[src/rtl/assert_macros.svh]
// ----------------------------------------------------------------------------
// assertion macros
// shared concurrent assertion forms for the rtl folder
// ----------------------------------------------------------------------------
`ifndef ASSERT_MACROS_SVH
`define ASSERT_MACROS_SVH

`ifndef SYNTH

// property checked on every clock edge outside reset
`define ASSERT_CLK(lbl, clk, rst_n, prop, msg) \
    lbl: assert property (@(posedge clk) disable iff (!(rst_n)) prop) else $error(msg);

// property checked on every clock edge, reset included
`define ASSERT_ALWAYS(lbl, clk, prop, msg) \
    lbl: assert property (@(posedge clk) prop) else $error(msg);

`else

`define ASSERT_CLK(lbl, clk, rst_n, prop, msg)
`define ASSERT_ALWAYS(lbl, clk, prop, msg)

`endif

`endif

[src/rtl/sswr_pkg.sv]
// ----------------------------------------------------------------------------
// sswr_pkg
// widths, register indexes and checksum helper of the settings word receiver
// ----------------------------------------------------------------------------
package sswr_pkg;

    // field widths
    localparam int WORD_W   = 32;
    localparam int COUNT_W  = 8;
    localparam int CFG_IDX_W = 1;

    // register indexes of the configuration port
    localparam logic [CFG_IDX_W-1:0] REG_REFERENCE_WORD = 1'b0;
    localparam logic [CFG_IDX_W-1:0] REG_STABLE_COUNT   = 1'b1;

    // reset values and constants
    localparam logic [COUNT_W-1:0] STABLE_COUNT_RESET = 8'd10;
    localparam logic [COUNT_W-1:0] COUNT_MAX          = 8'hFF;
    localparam logic [7:0]         CHECK_SEED         = 8'hAA;

    // byte 3 must equal the low byte of seed plus bytes 0 to 2
    function automatic logic checksum_ok(input logic [WORD_W-1:0] word);
        logic [7:0] sum;
        sum = CHECK_SEED + word[7:0] + word[15:8] + word[23:16];
        return word[31:24] == sum;
    endfunction

endpackage

[src/rtl/stable_settings_word_receiver.sv]
// ----------------------------------------------------------------------------
// stable_settings_word_receiver
// waits for a new settings word, checks that it repeats long enough,
// verifies its checksum and then locks and reports it on every later word
// ----------------------------------------------------------------------------
//  channel   | direction | handshake           | payload
//  ----------+-----------+---------------------+------------------------------
//  slot in   | in        | i_valid / o_stall   | i_slot_word
//  result    | out       | o_valid / i_stall   | o_settings_valid,
//            |           |                     | o_settings_word
//  config    | in        | i_cfg_we            | i_cfg_index, i_cfg_data
//
//  one word per cycle while o_stall is low; each result is registered in the output register or skid entry
//  the receiver state update and result are computed combinationally
//  a two-entry output buffer (output register plus skid) keeps o_stall
//  registered, so a stall on the result side reaches the input through the skid entry
//  synchronous active-low reset; no clearing pass is needed
// ----------------------------------------------------------------------------
`include "assert_macros.svh"

module stable_settings_word_receiver (
    input  logic                         i_clk,
    input  logic                         i_rst_n,
    // slot word input
    input  logic                         i_valid,
    output logic                         o_stall,
    input  logic [sswr_pkg::WORD_W-1:0]  i_slot_word,
    // result output
    output logic                         o_valid,
    input  logic                         i_stall,
    output logic                         o_settings_valid,
    output logic [sswr_pkg::WORD_W-1:0]  o_settings_word,
    // configuration writes
    input  logic                         i_cfg_we,
    input  logic [sswr_pkg::CFG_IDX_W-1:0] i_cfg_index,
    input  logic [sswr_pkg::WORD_W-1:0]  i_cfg_data
);
    import sswr_pkg::*;

    typedef enum logic [1:0] {
        PH_WAITING,
        PH_RECEIVING,
        PH_TESTING,
        PH_LOCKED
    } t_phase;

    // receiver state
    t_phase               r_phase,         n_phase;
    logic [WORD_W-1:0]    r_previous_word, n_previous_word;
    logic [COUNT_W-1:0]   r_repeat_count,  n_repeat_count;
    logic [WORD_W-1:0]    r_captured_word, n_captured_word;
    logic [WORD_W-1:0]    r_reference_word;
    logic [COUNT_W-1:0]   r_stable_count;

    // output register and skid stage
    logic                 r_out_valid;
    logic                 r_out_settings_valid;
    logic [WORD_W-1:0]    r_out_settings_word;
    logic                 r_skid_valid;
    logic                 r_skid_settings_valid;
    logic [WORD_W-1:0]    r_skid_settings_word;

    logic                 in_accept;
    logic                 out_accept;
    logic                 n_settings_valid;
    logic [COUNT_W-1:0]   repeat_inc;

    assign o_stall    = r_skid_valid;
    assign in_accept  = i_valid && !r_skid_valid;
    assign out_accept = r_out_valid && !i_stall;

    assign o_valid          = r_out_valid;
    assign o_settings_valid = r_out_settings_valid;
    assign o_settings_word  = r_out_settings_word;

    // saturating repeat counter
    assign repeat_inc = (r_repeat_count == COUNT_MAX) ? COUNT_MAX
                                                      : r_repeat_count + 1'b1;

    // next state of the receiver for the incoming word
    always_comb begin
        n_phase          = r_phase;
        n_repeat_count   = r_repeat_count;
        n_captured_word  = r_captured_word;
        n_previous_word  = i_slot_word;
        n_settings_valid = 1'b0;
        unique case (r_phase)
            PH_WAITING: begin
                if (i_slot_word != r_reference_word) begin
                    n_phase = PH_RECEIVING;
                end
            end
            PH_RECEIVING: begin
                if (i_slot_word == r_previous_word) begin
                    if (repeat_inc > r_stable_count) begin
                        n_captured_word = i_slot_word;
                        n_repeat_count  = '0;
                        n_phase         = PH_TESTING;
                    end else begin
                        n_repeat_count = repeat_inc;
                    end
                end else begin
                    n_repeat_count = '0;
                    n_phase        = PH_WAITING;
                end
            end
            PH_TESTING: begin
                n_phase = checksum_ok(r_captured_word) ? PH_LOCKED : PH_WAITING;
            end
            PH_LOCKED: begin
                n_settings_valid = 1'b1;
            end
            default: begin
                n_phase = PH_WAITING;
            end
        endcase
    end

    // configuration and receiver state
    always_ff @(posedge i_clk) begin
        if (!i_rst_n) begin
            r_phase          <= PH_WAITING;
            r_previous_word  <= '0;
            r_repeat_count   <= '0;
            r_captured_word  <= '0;
            r_reference_word <= '0;
            r_stable_count   <= STABLE_COUNT_RESET;
        end else begin
            if (in_accept) begin
                r_phase         <= n_phase;
                r_previous_word <= n_previous_word;
                r_repeat_count  <= n_repeat_count;
                r_captured_word <= n_captured_word;
            end
            // a reference write restarts the receiver
            if (i_cfg_we) begin
                unique case (i_cfg_index)
                    REG_REFERENCE_WORD: begin
                        r_reference_word <= i_cfg_data;
                        r_phase          <= PH_WAITING;
                        r_repeat_count   <= '0;
                        r_previous_word  <= '0;
                    end
                    REG_STABLE_COUNT: begin
                        r_stable_count <= i_cfg_data[COUNT_W-1:0];
                    end
                    default: begin
                    end
                endcase
            end
        end
    end

    // output buffer control
    always_ff @(posedge i_clk) begin
        if (!i_rst_n) begin
            r_out_valid  <= 1'b0;
            r_skid_valid <= 1'b0;
        end else begin
            if (!r_out_valid || out_accept) begin
                r_out_valid  <= r_skid_valid || in_accept;
                r_skid_valid <= 1'b0;
            end else if (in_accept) begin
                r_skid_valid <= 1'b1;
            end
        end
    end

    // output buffer payload
    always_ff @(posedge i_clk) begin
        if (!r_out_valid || out_accept) begin
            if (r_skid_valid) begin
                r_out_settings_valid <= r_skid_settings_valid;
                r_out_settings_word  <= r_skid_settings_word;
            end else begin
                r_out_settings_valid <= n_settings_valid;
                r_out_settings_word  <= n_captured_word;
            end
        end
        if (in_accept) begin
            r_skid_settings_valid <= n_settings_valid;
            r_skid_settings_word  <= n_captured_word;
        end
    end

    // skid entry only holds a word behind a waiting output word
    `ASSERT_CLK(a_skid_behind_out, i_clk, i_rst_n, r_skid_valid |-> r_out_valid,
        "skid word without output word")

    // repeat count only runs while receiving
    `ASSERT_CLK(a_count_idle, i_clk, i_rst_n,
        r_phase != PH_RECEIVING |-> r_repeat_count == '0,
        "repeat count nonzero outside receiving")

    // a reference write always restarts reception
    `ASSERT_CLK(a_ref_restart, i_clk, i_rst_n,
        (i_cfg_we && i_cfg_index == REG_REFERENCE_WORD) |=>
        (r_phase == PH_WAITING && r_previous_word == '0),
        "reference write did not restart receiver")

    // testing lasts exactly one word
    `ASSERT_CLK(a_test_one_word, i_clk, i_rst_n,
        (in_accept && !i_cfg_we && r_phase == PH_TESTING) |=>
        (r_phase == PH_LOCKED || r_phase == PH_WAITING),
        "testing phase held past one word")

    // buffer empties under reset
    `ASSERT_ALWAYS(a_reset_empty, i_clk, !i_rst_n |=> (!r_out_valid && !r_skid_valid),
        "output buffer not empty after reset")

endmodule
[config.mk]
export PLATFORM = sky130hd
export DESIGN_NAME = stable_settings_word_receiver
export DESIGN_NICKNAME = d
export VERILOG_FILES = /design/src/rtl/sswr_pkg.sv /design/src/rtl/stable_settings_word_receiver.sv
export VERILOG_INCLUDE_DIRS = /design/src /design/src/rtl
export SDC_FILE = /design/constraint.sdc
export NUM_CORES = 1
export LEC_CHECK = 0
export BUFFER_PORTS_ARGS = -buffer_cell sky130_fd_sc_hd__buf_2
export CAP_MARGIN = 25
export CORE_MARGIN = 3
export CORE_UTILIZATION = 59
export CTS_CLUSTER_SIZE = 28
export DETAILED_ROUTE_END_ITERATION = 16
export PLACE_DENSITY = 0.8
export SYNTH_ARGS = -nofsm -noshare
export SYNTH_HDL_FRONTEND = slang
export SYNTH_SLANG_ARGS = --single-unit
[constraint.sdc]
create_clock -name i_clk -period 4.15 [get_ports i_clk]
set_clock_uncertainty 0.15 [all_clocks]
set_input_delay 0.83 -clock i_clk [delete_from_list [all_inputs] [get_ports i_clk]]
set_output_delay 0.83 -clock i_clk [all_outputs]
set_load 0.005 [all_outputs]
---- Yosys cells after proc, flatten, opt, wreduce, memory -nomap -nowiden ----
Index checks and enable logic that the tools add are counted.
storage, ports and cells
  register bits after elaboration ......... 182
  input bits .............................. 70
  output and inout port bits .............. 35
operators by class
  $add $sub $neg .......................... 4
  magnitude comparators ................... 1
  equal/unequal tests ..................... 7
  muxes and demuxes ....................... 24
  bitwise operators ....................... 2
  reduce and logical (&&, ||, !) cells .... 11
operators by type and width
  cell                   count
  $mux W32               7
  $mux W8                7
  $eq A32 B32 Y1         1
  $ne A32 B32 Y1         1
  $add A8 B8 Y8          2
  $mux W2                7
  $add A8 B1 Y8 const B  1
  $add A8 B8 Y8 const A  1
  $eq A8 B8 Y1           1
  $eq A8 B8 Y1 const B   1
  $gt A8 B8 Y1           1
  $pmux W2 S3            1
  $eq A2 B2 Y1 const B   2
  $reduce_and A2 Y1      2
  $logic_not A1 Y1       3
  $eq A2 B1 Y1 const B   1
  $logic_and A1 B1 Y1    2
  $logic_not A2 Y1       1
  $logic_or A1 B1 Y1     2
  $mux W1                2
  $not A1 Y1             2
  $reduce_or A2 Y1       1

---- Longest topological paths before layout ----
  word-level depth ........................ 9
  gate-level depth with buffers ........... 15
  depth with buffers taken out ............ 13

---- Worst setup path after synthesis ----
OpenSTA, ideal clock, no wires.
  kind .................................... register to register
  from .................................... register r_repeat_count[0]
  to ...................................... register r_out_settings_word[11], in the netlist o_settings_word[11] (data pin)
  library setup time ...................... 274 ps
  arrival ................................. 3,036 ps
  data required time ...................... 3,726 ps
  slack ................................... 690 ps
  cell stages (with the launch flop) ...... 16
  buffers on the path ..................... 2
  cell sequence ........................... dfxtp_1 -> ha_1 -> and3_1 -> nand2_1 -> or2_2 -> o21ai_0 -> or2_2 -> ha_1 -> and3_1 -> a221o_1 -> a221o_1 -> and4bb_1 -> buf_2 -> buf_6 -> nand3_2 -> a31oi_1
on the way
  longest elaborated chain between the ends .. 7
  elaborated cells on any way between the ends .. 8
  those cells by class .................... add/sub (1); order compare (1); eq/ne (1); mux (5)
ends and longest elaborated chain
  element                                               line                                                                      source
  start, declared                                       stable_settings_word_receiver.sv:50                                       logic [COUNT_W-1:0] r_repeat_count, n_repeat_count;
  start signal, assigned                                stable_settings_word_receiver.sv:132                                      r_repeat_count <= n_repeat_count;
  $add A8 B1 Y8 / $eq A8 B8 Y1 (equally long branches)  stable_settings_word_receiver.sv:78, stable_settings_word_receiver.sv:77
  $mux W8 *                                             stable_settings_word_receiver.sv:77                                       assign repeat_inc = (r_repeat_count == COUNT_MAX) ? COUNT_MAX
  $gt A8 B8 Y1 *                                        stable_settings_word_receiver.sv:95                                       if (repeat_inc > r_stable_count) begin
  $mux W32 *                                            stable_settings_word_receiver.sv:95
  $mux W32 *                                            stable_settings_word_receiver.sv:94                                       if (i_slot_word == r_previous_word) begin
  $mux W32 *                                            stable_settings_word_receiver.sv:87                                       unique case (r_phase)
  $mux W32 *                                            stable_settings_word_receiver.sv:172                                      if (r_skid_valid) begin
  end signal, assigned                                  stable_settings_word_receiver.sv:174                                      r_out_settings_word <= r_skid_settings_word;
  end signal, assigned                                  stable_settings_word_receiver.sv:177                                      r_out_settings_word <= n_captured_word;
  end, declared                                         stable_settings_word_receiver.sv:58                                       logic [WORD_W-1:0] r_out_settings_word;
Every way passes the cells marked *; elsewhere a longest branch is shown, timed or not.
A chain may end at the register's enable or synchronous reset.

---- Worst setup path in the final report ----
  from .................................... register r_repeat_count[0]
  to ...................................... register r_out_settings_word[19], in the netlist o_settings_word[19] (data pin)
Same word-level chain as after synthesis.

==> out/results.txt <==
The via count of the first global-routing pass is 7320, and the global-route usage over all layers is 0.2817. The run gives 0 as the post-detailed-route count of antenna-violating nets. The minimum clock period is 3890 ps.

Final max-slew violation count: 0. The kind of critical path is reg2reg. The flow ran to the end, and the final reports show no timing, DRC or antenna violations. After detailed routing, the total wire length is 23550 um. The post-CTS setup buffer count came out at 0. After the last flow step, the layout net total stands at 1187. The slew of the pin with the lowest slew margin is 704.6 ps. The tools report the post-placement setup slack as 351.2 ps.

Yosys printed 0 warnings. The sort of element at the start of the critical path is a flop. The clock net in this run drives a total of 182 sinks. The design draws 3868 uW.

For the net count of the mapped netlist, the log shows 1114. The count of endpoints failing hold in the final timing report came out at 0. The most used flip-flop cell after synthesis is sky130_fd_sc_hd__dfxtp_1. Counting along the longest clock path gives a buffer depth of 2. Entering global routing, the biggest net connects 66 pins.

For the leakage power summed over all cells, the log shows 0.004129 uW. The logs give 0 ps for the setup TNS and 0 for the remaining routing DRC violations. Based on the critical path, the design can be clocked at up to 0.2571 GHz. The tools report the worst max-slew margin expressed relative to the limit as 0.5303.

The later-pin clock latency in the skew report was 440 ps; the wire length per cell after detailed routing was 18.31 um. The library cell used most frequently in the layout, excluding fill and tap cells, is sky130_fd_sc_hd__nand2_1. The mean area per synthesized cell came out at 9.007 um^2. Yosys mapped a number of flops with a built-in enable equal to 66. The number of ports placed on the die boundary was 105. The top cell types in the final layout, fill and taps aside, are sky130_fd_sc_hd__nand2_1, sky130_fd_sc_hd__dfxtp_1, sky130_fd_sc_hd__a21oi_1, sky130_fd_sc_hd__buf_2, sky130_fd_sc_hd__edfxtp_1.

For the placement row count, the log shows 44. The run gives 37390 um as the wire length of the first global-routing pass. In this run the standard cell core region covers 14860 um^2. The run gives 7766 as the routed via count. Endpoint kind of the worst setup timing path: a flop.

TritonCTS built the clock tree. In this run, distinct cell masters in the synthesized netlist total 47. The tool flagged a number of max-cap violations equal to 0. The logs give 0.6157 for the effective utilization at floorplan and 0 for the initial antenna violation count.

Across the VDD grid, the largest voltage drop is 0.2718 mV. After synthesis the cells add up to 9151 um^2. The repair_antennas step left the layout with diodes totalling 0. Hold timing on the final database bottoms out at a slack of 308.7 ps. The logs give 1286 for the final cell count without fillers and 4270 ps for the data required time of the critical path. The master cell of the clock root buffer is sky130_fd_sc_hd__clkbuf_16.

Ratio of cells with drive above 1 in the final layout: 0.1788. The number of buffers added by the clock tree synthesis step is 17. The final period utilization is 0.9373. The congestion estimate from routability-driven global placement came to 0.9132. From left edge to right edge, the die measures 130.5 um. For the total global routing overflow, the log shows 0.

Along the worst path, the maximum fanout reaches 39. The first detailed-routing pass ran for 8 iterations. Setup violations remaining at the end of the flow were counted as 0. The sequential-to-total area share from yosys stat was 0.4703; the height of the chip was 130.5 um.

The area growth from synthesis to final layout is 13.02%, and the power density over the cells is 374.0 nW/um^2. The half-perimeter wire length after placement is 16300 um. The detailed router's first-iteration violation count is 899.

Share of synthesized registers carrying an async set or reset: 0. After layout, the worst setup slack is 260.1 ps. Setup repair after global routing left no endpoint under its margin. Clock-pin slew was measured on the worst setup and hold paths at 70 ps.

Number of buffers added to fix hold violations after cts: 0. After detailed routing, the number of vias per cell comes to 6.039. The run gives 260 ps as the reg2reg setup slack. The worst hold path belongs to the class reg2reg. The gate count after technology mapping is 1016, and the arrival time at the worst endpoint is 4010 ps. The logs give 4 for the level count of the clock H-tree and 17040 um^2 for the die footprint. Count of buffers from port buffering: 104. The number of gates resized after CTS was 0. The placed cell count is 1253, and the number of synthesized register bits is 182.
## registers in the layout (all words and copies together) (netlist names)
register               flops
o_settings_valid           1
r_skid_settings_word      32
r_repeat_count             8
o_valid                    1
o_stall                    1
o_settings_word           32
r_previous_word           32
r_reference_word          32
r_skid_settings_valid      1
r_captured_word           32
r_phase                    2
r_stable_count             8
## path summary, 6_finish.rpt
check,start,endpoint,cells after the start
worst max register to register,r_repeat_count[0]$_SDFF_PN0_,o_settings_word[19]$_DFFE_PP_,14
worst min-delay path,r_stable_count[6]$_SDFFE_PN0P_,r_stable_count[6]$_SDFFE_PN0P_,2
worst min register to register,r_stable_count[6]$_SDFFE_PN0P_,r_stable_count[6]$_SDFFE_PN0P_,2
worst max-delay path,r_repeat_count[0]$_SDFF_PN0_,o_settings_word[19]$_DFFE_PP_,14
## power breakdown
group          internal, uW  leakage (uW)  switching, uW  total [uW]
Sequential             1910       0.00166           31.6        1940
Combinational           116       0.00217            210         326
Clock                   888      0.000291            710        1600
## metal layers
| metal | global-route usage | share of wire |
|---|---|---|
| met1 | 0.3884 | 0.43 |
| met2 | 0.4350 | 0.46 |
| met3 | 0.04959 | 0.071 |
| met4 | 0.1307 | 0.040 |
| met5 | 0 | 0 |
## synthesized netlist by cell type, types with 6 or more instances
library cell,n,area [um^2]
sky130_fd_sc_hd__buf_2,11,55.05
sky130_fd_sc_hd__o31ai_1,33,247.7
sky130_fd_sc_hd__o21ai_1,10,50.05
sky130_fd_sc_hd__inv_1,43,161.4
sky130_fd_sc_hd__fa_1,8,160.2
sky130_fd_sc_hd__nand2_1,203,762.0
sky130_fd_sc_hd__buf_4,7,52.55
sky130_fd_sc_hd__nor3_1,8,40.04
sky130_fd_sc_hd__and2_1,8,50.05
sky130_fd_sc_hd__nand3_1,10,50.05
sky130_fd_sc_hd__dfxtp_1,116,2322
sky130_fd_sc_hd__nand4_1,46,287.8
sky130_fd_sc_hd__edfxtp_1,66,1982
sky130_fd_sc_hd__o21ai_0,27,135.1
sky130_fd_sc_hd__nor4_1,10,62.56
sky130_fd_sc_hd__o211ai_1,6,45.04
sky130_fd_sc_hd__nor2_1,40,150.1
sky130_fd_sc_hd__xnor2_1,61,534.3
sky130_fd_sc_hd__a21oi_1,110,550.5
sky130_fd_sc_hd__ha_1,20,250.2
sky130_fd_sc_hd__nor2b_1,12,75.07
sky130_fd_sc_hd__xor2_1,14,122.6
sky130_fd_sc_hd__nand3_2,29,290.3
sky130_fd_sc_hd__clkbuf_1,44,165.2
sky130_fd_sc_hd__a31oi_1,34,212.7
## layout make-up
type,count,area (um^2)
clock buffer,20,467.9
tap,184,230.2
fill,1240,4522
timing repair buffer,124,715.7
clock inverter,12,113.9
inverter,44,165.2
sequential,182,4304
multi-input combinational,720,4345
## cells by family (layout without fill, tap and decap cells)
logic type,after synthesis,in the layout,share of synthesized area
and+or+nand+nor,383,383,0.2088
xor gates and xnor gates,75,75,0.07178
adders and majority gates,28,28,0.04485
AOI/OAI and AO/OA,233,233,0.1475
buffers and inverters,114,200,0.05551
muxes,1,1,0.001230
DFF,182,182,0.4703
## through the flow
step                cell area, um^2    util
global placement               9746  0.6556
detailed placement             9746  0.6556
global route                  10340  0.6958
floorplan                      9151       -
CTS                           10330  0.6948
finish                        10340  0.6958
## critical path, cell delays in order (launching register included)
cell	delay, ps
sky130_fd_sc_hd__dfxtp_1	370
sky130_fd_sc_hd__ha_1	240
sky130_fd_sc_hd__and3_1	210
sky130_fd_sc_hd__nand2_1	110
sky130_fd_sc_hd__or2_2	370
sky130_fd_sc_hd__o21ai_0	120
sky130_fd_sc_hd__or2_2	150
sky130_fd_sc_hd__ha_1	230
sky130_fd_sc_hd__and3_1	160
sky130_fd_sc_hd__a221o_1	290
sky130_fd_sc_hd__a221o_1	390
sky130_fd_sc_hd__nand2_2	280
sky130_fd_sc_hd__buf_12	240
sky130_fd_sc_hd__o21ai_0	150
sky130_fd_sc_hd__a31oi_1	250
(Power assumes the default switching activity.)
